File: src/rtl/kphr_pkg.sv
// kphr_pkg: shared types and constants of the keypad press/hold/release unit
// no dependencies
`timescale 1ns / 1ps

package kphr_pkg;

  localparam int unsigned NUM_KEYS_DEF = 8;
  localparam int unsigned KEY_W        = 3;
  localparam int unsigned CNT_W        = 8;
  localparam int unsigned PERIOD_W     = 16;
  localparam int unsigned TICK_W       = 17;
  localparam int unsigned STATE_W      = 3;
  localparam int unsigned PADDR_W      = 4;
  localparam int unsigned PDATA_W      = 32;

  localparam logic [CNT_W-1:0]    ON_THRESHOLD_RST    = 8'd200;
  localparam logic [CNT_W-1:0]    OFF_THRESHOLD_RST   = 8'd50;
  localparam logic [PERIOD_W-1:0] HOLD_PERIOD_RST     = 16'd100;
  localparam logic [PERIOD_W-1:0] RELEASE_TIMEOUT_RST = 16'd10;

  typedef enum logic [STATE_W-1:0] {
    ST_IDLE     = 3'd0,
    ST_PUSHED   = 3'd1,
    ST_HOLD     = 3'd2,
    ST_ELAPSED  = 3'd3,
    ST_RELEASE  = 3'd4,
    ST_RELEASED = 3'd5
  } key_state_e;

  typedef enum logic [1:0] {
    REG_ON_THRESHOLD    = 2'd0,
    REG_OFF_THRESHOLD   = 2'd1,
    REG_HOLD_PERIOD     = 2'd2,
    REG_RELEASE_TIMEOUT = 2'd3
  } cfg_reg_e;

  typedef struct packed {
    logic [CNT_W-1:0]    on_threshold;
    logic [CNT_W-1:0]    off_threshold;
    logic [PERIOD_W-1:0] hold_period;
    logic [PERIOD_W-1:0] release_timeout;
  } cfg_t;

  typedef struct packed {
    key_state_e        key_state;
    logic [TICK_W-1:0] hold_ticks;
    logic [TICK_W-1:0] release_ticks;
  } key_entry_t;

endpackage

File: src/rtl/kphr_cfg_regs.sv
// kphr_cfg_regs: APB register block for thresholds, hold period and release timeout
// depends on kphr_pkg
`timescale 1ns / 1ps

module kphr_cfg_regs (
  input  logic                           clk_i,
  input  logic                           rst_ni,
  input  logic                           psel,
  input  logic                           penable,
  input  logic                           pwrite,
  input  logic [kphr_pkg::PADDR_W-1:0]   paddr,
  input  logic [kphr_pkg::PDATA_W-1:0]   pwdata,
  output logic [kphr_pkg::PDATA_W-1:0]   prdata,
  output logic                           pready,
  output kphr_pkg::cfg_t                 cfg_o
);

  kphr_pkg::cfg_t   cfg_q;
  kphr_pkg::cfg_reg_e reg_sel;
  logic             wr_en;

  assign reg_sel = kphr_pkg::cfg_reg_e'(paddr[kphr_pkg::PADDR_W-1:2]);
  assign wr_en   = psel & penable & pwrite;
  assign pready  = 1'b1;
  assign cfg_o   = cfg_q;

  always_ff @(posedge clk_i or negedge rst_ni) begin
    if (!rst_ni) begin
      cfg_q.on_threshold    <= kphr_pkg::ON_THRESHOLD_RST;
      cfg_q.off_threshold   <= kphr_pkg::OFF_THRESHOLD_RST;
      cfg_q.hold_period     <= kphr_pkg::HOLD_PERIOD_RST;
      cfg_q.release_timeout <= kphr_pkg::RELEASE_TIMEOUT_RST;
    end else if (wr_en) begin
      case (reg_sel)
        kphr_pkg::REG_ON_THRESHOLD:
          cfg_q.on_threshold <= pwdata[kphr_pkg::CNT_W-1:0];
        kphr_pkg::REG_OFF_THRESHOLD:
          cfg_q.off_threshold <= pwdata[kphr_pkg::CNT_W-1:0];
        kphr_pkg::REG_HOLD_PERIOD:
          cfg_q.hold_period <= pwdata[kphr_pkg::PERIOD_W-1:0];
        kphr_pkg::REG_RELEASE_TIMEOUT:
          cfg_q.release_timeout <= pwdata[kphr_pkg::PERIOD_W-1:0];
        default: ;
      endcase
    end
  end

  always_comb begin
    case (reg_sel)
      kphr_pkg::REG_ON_THRESHOLD:
        prdata = {{(kphr_pkg::PDATA_W-kphr_pkg::CNT_W){1'b0}}, cfg_q.on_threshold};
      kphr_pkg::REG_OFF_THRESHOLD:
        prdata = {{(kphr_pkg::PDATA_W-kphr_pkg::CNT_W){1'b0}}, cfg_q.off_threshold};
      kphr_pkg::REG_HOLD_PERIOD:
        prdata = {{(kphr_pkg::PDATA_W-kphr_pkg::PERIOD_W){1'b0}}, cfg_q.hold_period};
      kphr_pkg::REG_RELEASE_TIMEOUT:
        prdata = {{(kphr_pkg::PDATA_W-kphr_pkg::PERIOD_W){1'b0}}, cfg_q.release_timeout};
      default:
        prdata = '0;
    endcase
  end

endmodule

File: src/rtl/kphr_key_step.sv
// kphr_key_step: one transition of a key's six-state machine with its tick counters
// depends on kphr_pkg
`timescale 1ns / 1ps

module kphr_key_step (
  input  kphr_pkg::cfg_t                cfg_i,
  input  logic [kphr_pkg::CNT_W-1:0]    bounce_count_i,
  input  kphr_pkg::key_entry_t          cur_i,
  output kphr_pkg::key_entry_t          next_o,
  output kphr_pkg::key_state_e          reported_state_o
);

  logic                          pressed;
  logic                          let_go;
  logic [kphr_pkg::TICK_W-1:0]   hold_bump;
  logic [kphr_pkg::TICK_W-1:0]   rel_bump;
  logic                          hold_over;
  logic                          rel_over;
  kphr_pkg::key_state_e          state_d;

  assign pressed = bounce_count_i > cfg_i.on_threshold;
  assign let_go  = bounce_count_i < cfg_i.off_threshold;

  // saturating tick counters
  assign hold_bump = (&cur_i.hold_ticks) ? cur_i.hold_ticks
                                         : cur_i.hold_ticks + 1'b1;
  assign rel_bump  = (&cur_i.release_ticks) ? cur_i.release_ticks
                                            : cur_i.release_ticks + 1'b1;
  assign hold_over = hold_bump > {1'b0, cfg_i.hold_period};
  assign rel_over  = rel_bump > {1'b0, cfg_i.release_timeout};

  // next state
  always_comb begin
    state_d = cur_i.key_state;
    case (cur_i.key_state)
      kphr_pkg::ST_IDLE: begin
        if (pressed) state_d = kphr_pkg::ST_PUSHED;
      end
      kphr_pkg::ST_PUSHED:   state_d = kphr_pkg::ST_HOLD;
      kphr_pkg::ST_HOLD: begin
        if (pressed && hold_over) state_d = kphr_pkg::ST_ELAPSED;
        if (let_go) state_d = kphr_pkg::ST_RELEASE;
      end
      kphr_pkg::ST_ELAPSED:  state_d = kphr_pkg::ST_HOLD;
      kphr_pkg::ST_RELEASE: begin
        if (rel_over) state_d = kphr_pkg::ST_RELEASED;
      end
      kphr_pkg::ST_RELEASED: state_d = kphr_pkg::ST_IDLE;
      default:               state_d = kphr_pkg::ST_IDLE;
    endcase
  end

  // counters and report
  always_comb begin
    next_o           = cur_i;
    next_o.key_state = state_d;
    reported_state_o = cur_i.key_state;
    case (cur_i.key_state)
      kphr_pkg::ST_PUSHED:   next_o.hold_ticks = '0;
      kphr_pkg::ST_HOLD: begin
        if (pressed) next_o.hold_ticks = hold_bump;
        if (let_go) next_o.release_ticks = '0;
      end
      kphr_pkg::ST_ELAPSED:  next_o.hold_ticks = '0;
      kphr_pkg::ST_RELEASE:  next_o.release_ticks = rel_bump;
      kphr_pkg::ST_RELEASED: next_o.release_ticks = '0;
      kphr_pkg::ST_IDLE: ;
      default:               reported_state_o = kphr_pkg::ST_IDLE;
    endcase
  end

endmodule

File: src/rtl/key_press_hold_release_fsm_unit.sv
// key_press_hold_release_fsm_unit: an accepted beat goes through the input register and
// the result register; one beat per cycle sustained while out_stall_i is low, set by the
// combinational per-key state update between the two registers; back-to-back beats for
// the same key see each other's update. reset loads the register defaults and puts every
// key in not pushed with cleared counters at once, with no clearing pass
// depends on kphr_pkg, kphr_cfg_regs, kphr_key_step
`timescale 1ns / 1ps

module key_press_hold_release_fsm_unit #(
  parameter int unsigned NUM_KEYS = kphr_pkg::NUM_KEYS_DEF
) (
  input  logic                          clk_i,
  input  logic                          rst_ni,
  input  logic                          psel,
  input  logic                          penable,
  input  logic                          pwrite,
  input  logic [kphr_pkg::PADDR_W-1:0]  paddr,
  input  logic [kphr_pkg::PDATA_W-1:0]  pwdata,
  output logic [kphr_pkg::PDATA_W-1:0]  prdata,
  output logic                          pready,
  input  logic                          in_valid_i,
  output logic                          in_stall_o,
  input  logic [kphr_pkg::KEY_W-1:0]    key_index_i,
  input  logic [kphr_pkg::CNT_W-1:0]    bounce_count_i,
  output logic                          out_valid_o,
  input  logic                          out_stall_i,
  output logic [kphr_pkg::STATE_W-1:0]  reported_state_o
);

  // only keys reachable through the index field need storage
  localparam int unsigned KeyReach = 1 << kphr_pkg::KEY_W;
  localparam int unsigned KeyDepth = (NUM_KEYS < KeyReach) ? NUM_KEYS : KeyReach;
  localparam int unsigned IdxW     = (KeyDepth > 1) ? $clog2(KeyDepth) : 1;
  localparam logic [kphr_pkg::KEY_W:0] KeyLimit = (kphr_pkg::KEY_W + 1)'(KeyDepth);

  kphr_pkg::cfg_t                cfg;
  kphr_pkg::key_entry_t          keys_q [KeyDepth];
  kphr_pkg::key_entry_t          cur_entry;
  kphr_pkg::key_entry_t          next_entry;
  kphr_pkg::key_state_e          step_state;

  logic                          s1_valid_q;
  logic [kphr_pkg::KEY_W-1:0]    s1_key_q;
  logic [kphr_pkg::CNT_W-1:0]    s1_cnt_q;
  logic                          out_valid_q;
  logic [kphr_pkg::STATE_W-1:0]  out_state_q;
  logic [kphr_pkg::STATE_W-1:0]  out_state_d;

  logic                          advance;
  logic                          in_range;
  logic [IdxW-1:0]               rd_idx;

  kphr_cfg_regs u_cfg (
    .clk_i   (clk_i),
    .rst_ni  (rst_ni),
    .psel    (psel),
    .penable (penable),
    .pwrite  (pwrite),
    .paddr   (paddr),
    .pwdata  (pwdata),
    .prdata  (prdata),
    .pready  (pready),
    .cfg_o   (cfg)
  );

  assign advance    = !out_valid_q || !out_stall_i;
  assign in_stall_o = s1_valid_q && !advance;

  assign in_range  = {1'b0, s1_key_q} < KeyLimit;
  assign rd_idx    = in_range ? IdxW'(s1_key_q) : '0;
  assign cur_entry = keys_q[rd_idx];

  kphr_key_step u_step (
    .cfg_i            (cfg),
    .bounce_count_i   (s1_cnt_q),
    .cur_i            (cur_entry),
    .next_o           (next_entry),
    .reported_state_o (step_state)
  );

  assign out_state_d = in_range ? step_state : kphr_pkg::ST_IDLE;

  // input register
  always_ff @(posedge clk_i or negedge rst_ni) begin
    if (!rst_ni) begin
      s1_valid_q <= 1'b0;
    end else if (!in_stall_o) begin
      s1_valid_q <= in_valid_i;
    end
  end

  always_ff @(posedge clk_i) begin
    if (in_valid_i && !in_stall_o) begin
      s1_key_q <= key_index_i;
      s1_cnt_q <= bounce_count_i;
    end
  end

  // per-key state
  always_ff @(posedge clk_i or negedge rst_ni) begin
    if (!rst_ni) begin
      for (int k = 0; k < KeyDepth; k++) begin
        keys_q[k] <= '0;
      end
    end else if (s1_valid_q && advance && in_range) begin
      keys_q[rd_idx] <= next_entry;
    end
  end

  // result register
  always_ff @(posedge clk_i or negedge rst_ni) begin
    if (!rst_ni) begin
      out_valid_q <= 1'b0;
    end else if (advance) begin
      out_valid_q <= s1_valid_q;
    end
  end

  always_ff @(posedge clk_i) begin
    if (advance && s1_valid_q) begin
      out_state_q <= out_state_d;
    end
  end

  assign out_valid_o      = out_valid_q;
  assign reported_state_o = out_state_q;

endmodule
File: config.mk
export PLATFORM = sky130hd
export DESIGN_NAME = key_press_hold_release_fsm_unit
export DESIGN_NICKNAME = d
export VERILOG_FILES = /design/src/rtl/kphr_pkg.sv /design/src/rtl/kphr_cfg_regs.sv /design/src/rtl/kphr_key_step.sv /design/src/rtl/key_press_hold_release_fsm_unit.sv
export SDC_FILE = /design/constraint.sdc
export NUM_CORES = 1
export LEC_CHECK = 0
export BUFFER_PORTS_ARGS = -buffer_cell sky130_fd_sc_hd__buf_4
export CORE_MARGIN = 2
export CORE_UTILIZATION = 40
export DETAILED_ROUTE_END_ITERATION = 16
export SKIP_LAST_GASP = 1
export SYNTH_ARGS = -nofsm -noshare
export SYNTH_HDL_FRONTEND = slang
export SYNTH_SLANG_ARGS = --single-unit
export TNS_END_PERCENT = 30
File: constraint.sdc
create_clock -name clk_i -period 5.7 [get_ports clk_i]
set_clock_uncertainty 0.1 [all_clocks]
set_input_delay 0.57 -clock clk_i [delete_from_list [all_inputs] [get_ports clk_i]]
set_output_delay 0.57 -clock clk_i [all_outputs]
set_load 0.03 [all_outputs]
# Word-level counts from Yosys, hierarchy flattened
# Cells that the tools add are included.
# classes
n_addsub,2
magnitude_cmp,6
eq_ne,8
mux,18
n_bitwise,3
n_reduce_logical,20
# op_table
cell,n
bitwise mux 296 bit,1
case mux 32 bit (4 select lines),1
binary-select mux 37 bit (select 3 bit),1
demux 37 bit (select 3 bit),1
two-way mux 37 bit,3
two-way mux 17 bit,4
case mux 17 bit (3 select lines),1
"adder 17 x 1 -> 17 bit, second input constant",2
> comparator 17 x 16 -> 1 bit,2
case mux 17 bit (2 select lines),1
AND reduction 17 bit,2
two-way mux 3 bit,4
case mux 3 bit (4 select lines),1
> comparator 8 bit,1
less-than comparator 8 bit,1
AND reduction 2 bit,4
"== test 3 x 2 -> 1 bit, second input constant",2
"== test 3 bit, second input constant",2
OR reduction 6 bit,1
logical AND 1 bit,5
"== test 2 bit, second input constant",2
">= comparator 4 bit, second input constant",1
logical NOT 1 bit,4
"less-than comparator 4 x 1 -> 1 bit, second input constant",1
other kinds (8),9
# totals
regBits,360
in_bits,54
out_inout_bits,38
word_cells,90

# Longest topological paths before layout
# depth
ltp_word,12
ltp_mapped,24
depth_no_buf,18

# Modules after synthesis
# From an unflattened synthesis, not the netlist that was laid out.
# hier_totals
cells_unflattened,1358
area_unflattened_um2,18930.7
# by_module_without_submodules
module,instances,cells_per_inst,area_each_um2,seq_area_each_um2
key_press_hold_release_fsm_unit,1,796,13758.2,7877.6
kphr_key_step,1,411,2790.2,0.0
kphr_cfg_regs,1,151,2382.3,1214.9

# Worst setup path before layout
# OpenSTA, ideal clock, no wires.
# synth_path
kind,register -> register
from,"register s1_key_q, in the netlist rd_idx[0]"
to,register keys_q[71] in the netlist's numbering
setup_ps,125
t_arrival_ps,4761
t_required_ps,5475
setup_slack_ps,714
path_stages_with_launch,24
n_path_buf,6
synth_period_minus_slack_ps,4986
path_cell_list,edfxtp_1 -> buf_6 -> buf_8 -> buf_12 -> buf_12 -> buf_12 -> buf_8 -> mux2_2 -> a221oi_1 -> o22ai_2 -> ha_1 -> a21boi_1 -> and2_2 -> nand3_2 -> a21oi_1 -> ha_1 -> a21o_1 -> a21o_1 -> a211o_1 -> a211oi_1 -> o31a_1 -> o31ai_1 -> a22o_1 -> mux2_2
# synth_between
elab_chain_len,12
word_cells_on_any_way,30
cone_classes,2 x add/sub; 4 x order compare; 4 x eq/ne; 13 x mux; 1 x bitwise; 6 x reduce/logical
# synth_rtl
item,line_no,rtl
from (decl),key_press_hold_release_fsm_unit.sv:43,logic [kphr_pkg::KEY_W-1:0] s1_key_q;
from (signal assigned),key_press_hold_release_fsm_unit.sv:94,s1_key_q <= key_index_i;
inverter 3 -> 4 bit (implied by the code) (*),"key_press_hold_release_fsm_unit.sv:71, key_press_hold_release_fsm_unit.sv:106",
binary-select mux 37 bit (select 3 bit),key_press_hold_release_fsm_unit.sv:71,assign cur_entry = keys_q[rd_idx];
two-way mux 37 bit (implied by the code) (2 in a row),key_press_hold_release_fsm_unit.sv:71,
adder 17 x 1 -> 17 bit / AND reduction 17 bit (equally long branches),"kphr_key_step.sv:26, kphr_key_step.sv:25",
two-way mux 17 bit,kphr_key_step.sv:25,assign hold_bump = (&cur_i.hold_ticks) ? cur_i.hold_ticks
> comparator 17 x 16 -> 1 bit,kphr_key_step.sv:29,"assign hold_over = hold_bump > {1'b0, cfg_i.hold_period};"
logical AND 1 bit,kphr_key_step.sv:41,if (pressed && hold_over) state_d = kphr_pkg::ST_ELAPSED;
two-way mux 3 bit,kphr_key_step.sv:41,
two-way mux 3 bit,kphr_key_step.sv:42,if (let_go) state_d = kphr_pkg::ST_RELEASE;
case mux 3 bit (4 select lines),kphr_key_step.sv:35,case (cur_i.key_state)
bitwise mux 296 bit (*),key_press_hold_release_fsm_unit.sv:106,keys_q[rd_idx] <= next_entry;
"to (signal, indexed assignment)",key_press_hold_release_fsm_unit.sv:106,
to (decl),key_press_hold_release_fsm_unit.sv:37,kphr_pkg::key_entry_t keys_q [KeyDepth];
# Every way passes the cells marked *; elsewhere a longest branch is shown, timed or not. The select of a mux whose other input is x is not followed.
# A chain may end at the register's enable or synchronous reset.

# Worst setup path after layout
# layout_path
from,"register s1_key_q, in the netlist rd_idx[2]"
to,register keys_q[71] in the netlist's numbering
# The elaborated chain is that of the path after synthesis.

==> reports/results.txt <==
wire length after detailed routing -> 50300 um
VDD IR-drop max -> 0.171 mV
Tightest Hold Check Type -> input pin to flip-flop
maximum level of the CTS H-tree -> 2
Routed met3 length -> 2170 um
DR WL/cell -> 20.2 um
Post-CTS Resized -> 0
required time worst endpoint -> 6.05 ns
simple-gate share of the synthesized area -> 12.3%
commonest non-fill, non-tap cell in the layout -> dfrtp_1
combinational family with the most area after synthesis -> compound AO/OA/AOI/OAI gates
width of the die -> 222 um
floorplan row count -> 79
Setup Fix Bufs, Post-CTS -> 0
Synth Area per Inst -> 10.7 um2
number of antenna violations at the first check in global routing -> 0
max_slew headroom -> 36.1%
critical path capture point -> keys_q[71]$_DFFE_PN0P_
Syn Std Cell Area -> 19100 um2
max-slew violations -> 0
post-synthesis sequential area ratio -> 47.7%
max-capacitance violation count -> 0
status -> complete, no violations
CP Cell Sequence -> buf_12 > buf_4 > mux2i_1 > mux4_2 > a32oi_1 > nand4_4 > o21ai_1 > nor2_1 > xnor2_1 > ha_1 > a21oi_1 > o21ai_0 > a21oi_1 > o211ai_1 > a21oi_1 > a21oi_1 > a22o_1 > mux2_2
multiplexer fraction of the synthesized cell area -> 14.8%
number of cells produced by synthesis -> 1781
clock-pin slew reported for the worst setup and hold paths after clock tree synthesis -> 0.06 ns
final hold vios -> 0
setup repair after global routing missed its margin -> false
post-synthesis share of cell area spent on xor and xnor gates -> 1.33%
DRC violations left -> 0
die area -> 49400 um2
Overall Global Routing Usage -> 20.8%
first-pass GRT wire length -> 80000 um
peak clock frequency supported by timing -> 194 MHz
complex-gate fraction of the synthesized area -> 15.4%
clock latency reported for the late side of the worst-skew pair -> 0.57 ns
capturing point of the worst reg2reg path -> keys_q[71]$_DFFE_PN0P_
combined area of the multi-input logic cells -> 9070 um2
most frequent CP cell -> a21oi_1
Util after Layout -> 46.2%
critical path capture point type -> flip-flop
total area of sequential cells -> 9090 um2
starting density of the core -> 40.8%
time the final worst path needs with I/O delays and setup -> 5.17 ns
buffer levels on the longest clock path -> 3
kind of cell with the highest combined delay on the critical path -> compound AO/OA/AOI/OAI gates
fraction of the cycle the final worst path needs -> 90.6%
async set or reset register ratio after synthesis -> 96.1%
synthesis-to-layout area growth -> 13.2%
flop and latch count out of synthesis -> 360
final layout net count -> 1950
flop-to-flop setup slack -> 0.53 ns
placeable core area -> 46800 um2
highest signal layer in the routed design -> met4
DRC marker count from the first detailed-route iteration -> 900
count of cells along the worst register-to-register path -> 18
critical path peak fanout -> 45
GP Congestion -> 0.894
startpoint type of the worst setup path -> flip-flop
total CTS buffers -> 41
Detail Route Antenna Nets -> 0
number of inserted filler cells in the final layout -> 4370
Synth Warn # -> 0
type of the worst setup path -> flip-flop to flip-flop
Worst Path Arrival -> 5.51 ns
reg-to-reg critical path startpoint -> rd_idx[2]$_DFFE_PP_
total half-perimeter wirelength after legalization and detailed placement -> 34400 um
Crit. Startpoint -> rd_idx[2]$_DFFE_PP_
arithmetic-cell share of the synthesized area counting full adders, half adders and majority gates -> 3.22%
Met1 Routed Length -> 22800 um
number of enable flip-flop cells after synthesis -> 14
total number of cells along the worst setup path -> 18
number of vias after detailed routing -> 13600
transition time of the tightest slew-check pin -> 0.955 ns
total negative slack for setup checks -> 0 ns
TritonCTS clock tree -> yes
root buffer cell -> clkbuf_16
commonest cells after routing, fill and taps aside -> 335 x dfrtp_1, 326 x nand2_1, 141 x o21ai_0
largest incremental delay on the critical path -> 0.55 ns
GRT Residual Overflow -> 0
pin count of the biggest net entering global routing -> 134
vias in the first global route -> 13900
slowest cell on the critical path -> mux4_2
Yosys cell types -> 104
Via density -> 5.49
ratio of cells with drive above 1 in the final layout -> 22.3%
sum of met2 wire segment lengths after detailed routing -> 24200 um
I/O Buffers -> 56
count of final setup violators -> 0
Leak Pwr -> 0.00948 uW
ys flop type -> dfrtp_1
buffers plus inverters on the worst setup path -> 2
boundary pin count -> 92
clk sinks -> 360
die height -> 222 um
Power Density -> 350 nW/um2
number of iterations in the first detailed-routing pass -> 5
## power by group
part | switching (uW) | leakage, uW | internal, uW
Combinational | 1050 | 0.00405 | 653
Sequential | 212 | 0.00477 | 2980
Clock | 1060 | 0.000650 | 1590
## cell usage after synthesis (all sizes together), types with 7 or more instances
master  number  area, um2
dfrtp      335       8380
nand2      334       1250
o21ai      273       1370
mux2       117       1320
buf         66        529
inv         58        218
clkbuf      57        216
mux4        52       1190
ha          49        613
a21oi       39        199
mux2i       30        324
nor2        27        104
nor2b       22        138
xnor2       22        193
nand3       21        110
nand4       18        128
and2        16        101
nand2b      16        100
edfxtp      14        420
nor3        14       80.1
a22oi       12        129
a21o        11       82.6
dfstp       11        289
a211oi      10       97.6
o31ai       10       75.1
a221oi       9       78.8
a31oi        9       83.8
and3         9       56.3
nor4         7       43.8
## metal layers
layer	track usage [%]	vias to the layer above
met5	0	-
met4	5.58	0
met3	3.69	64
met2	35.0	234
met1	27.6	6823
li1	-	6504
## through the flow
stage / area [um2] / total power (uW) / setup WS [ns] / hold slack [ns] / cells
6_report: 21600 / 7540 / 0.533 / 0.0748 / 2484
3_5_place_dp: 20200 / 4930 / 0.630 / 0.364 / 2410
2_1_floorplan: 19100 / 4360 / 0.714 / 0.174 / 1796
4_1_cts: 21600 / 7600 / 0.595 / 0.0460 / 2482
5_1_grt: 21600 / 7930 / 0.254 / 0.0549 / 2482
3_3_place_gp: 20200 / 4870 / 0.698 / 0.354 / 2410
## worst register-to-register path, delay by kind of cell, from the launching register on
family,cells,cell delay (ns)
flip-flops,1,0.38
AO/OA/AOI/OAI,9,1.98
buffers and inverters,2,0.62
AND/OR/NAND/NOR,2,0.33
XOR/XNOR,1,0.29
adder cells (fa/ha/maj),1,0.33
multiplexers,3,1.00
## layout make-up
| class | count | area share (%) |
|---|---|---|
| antenna | 2 | 0.0232 |
| clock buffer | 63 | 5.56 |
| clock inverter | 8 | 0.667 |
| inverter | 58 | 1.01 |
| multi-input combinational | 1253 | 42.0 |
| sequential | 360 | 42.1 |
| tap | 607 | 3.52 |
| timing repair buffer | 133 | 5.08 |
## state kept, by name, summed over array words and instances (netlist names)
register	flops
reported_state_o	3
out_valid_o	1
s1_cnt_q	8
keys_q	296
s1_valid_q	1
rd_idx	3
u_cfg.cfg_o	48
## kinds of logic (layout without fill, tap and decap cells)
family	Yosys count	in the layout
other cells	2	19
compound gates	447	447
simple gates	513	513
xor+xnor	28	28
buf+inv	183	262
mux	199	199
flops	360	360
fa+ha+maj	49	49
## how the worst min path moves through the flow
stage | startpoint | slack, ns | endpoint | depth (start not counted)
after global routing | bounce_count_i[2] | 0.05 | s1_cnt_q[2]$_DFFE_PP_ | 1
after global placement | keys_q[48]$_DFFE_PN0P_ | 0.35 | keys_q[48]$_DFFE_PN0P_ | 2
after CTS | key_index_i[2] | 0.05 | rd_idx[2]$_DFFE_PP_ | 1
after detailed placement | keys_q[186]$_DFFE_PN0P_ | 0.36 | keys_q[186]$_DFFE_PN0P_ | 2
final | bounce_count_i[5] | 0.07 | s1_cnt_q[5]$_DFFE_PP_ | 1
after floorplan | rst_ni | 0.17 | keys_q[0]$_DFFE_PN0P_ | 0
## timing repair
item                                    CTS  global route
endpoints found under the setup margin    0             0
hold buffers                              1             0
hold endpoints to repair                 90             0
Note: power is estimated with default switching activity, not from simulation.
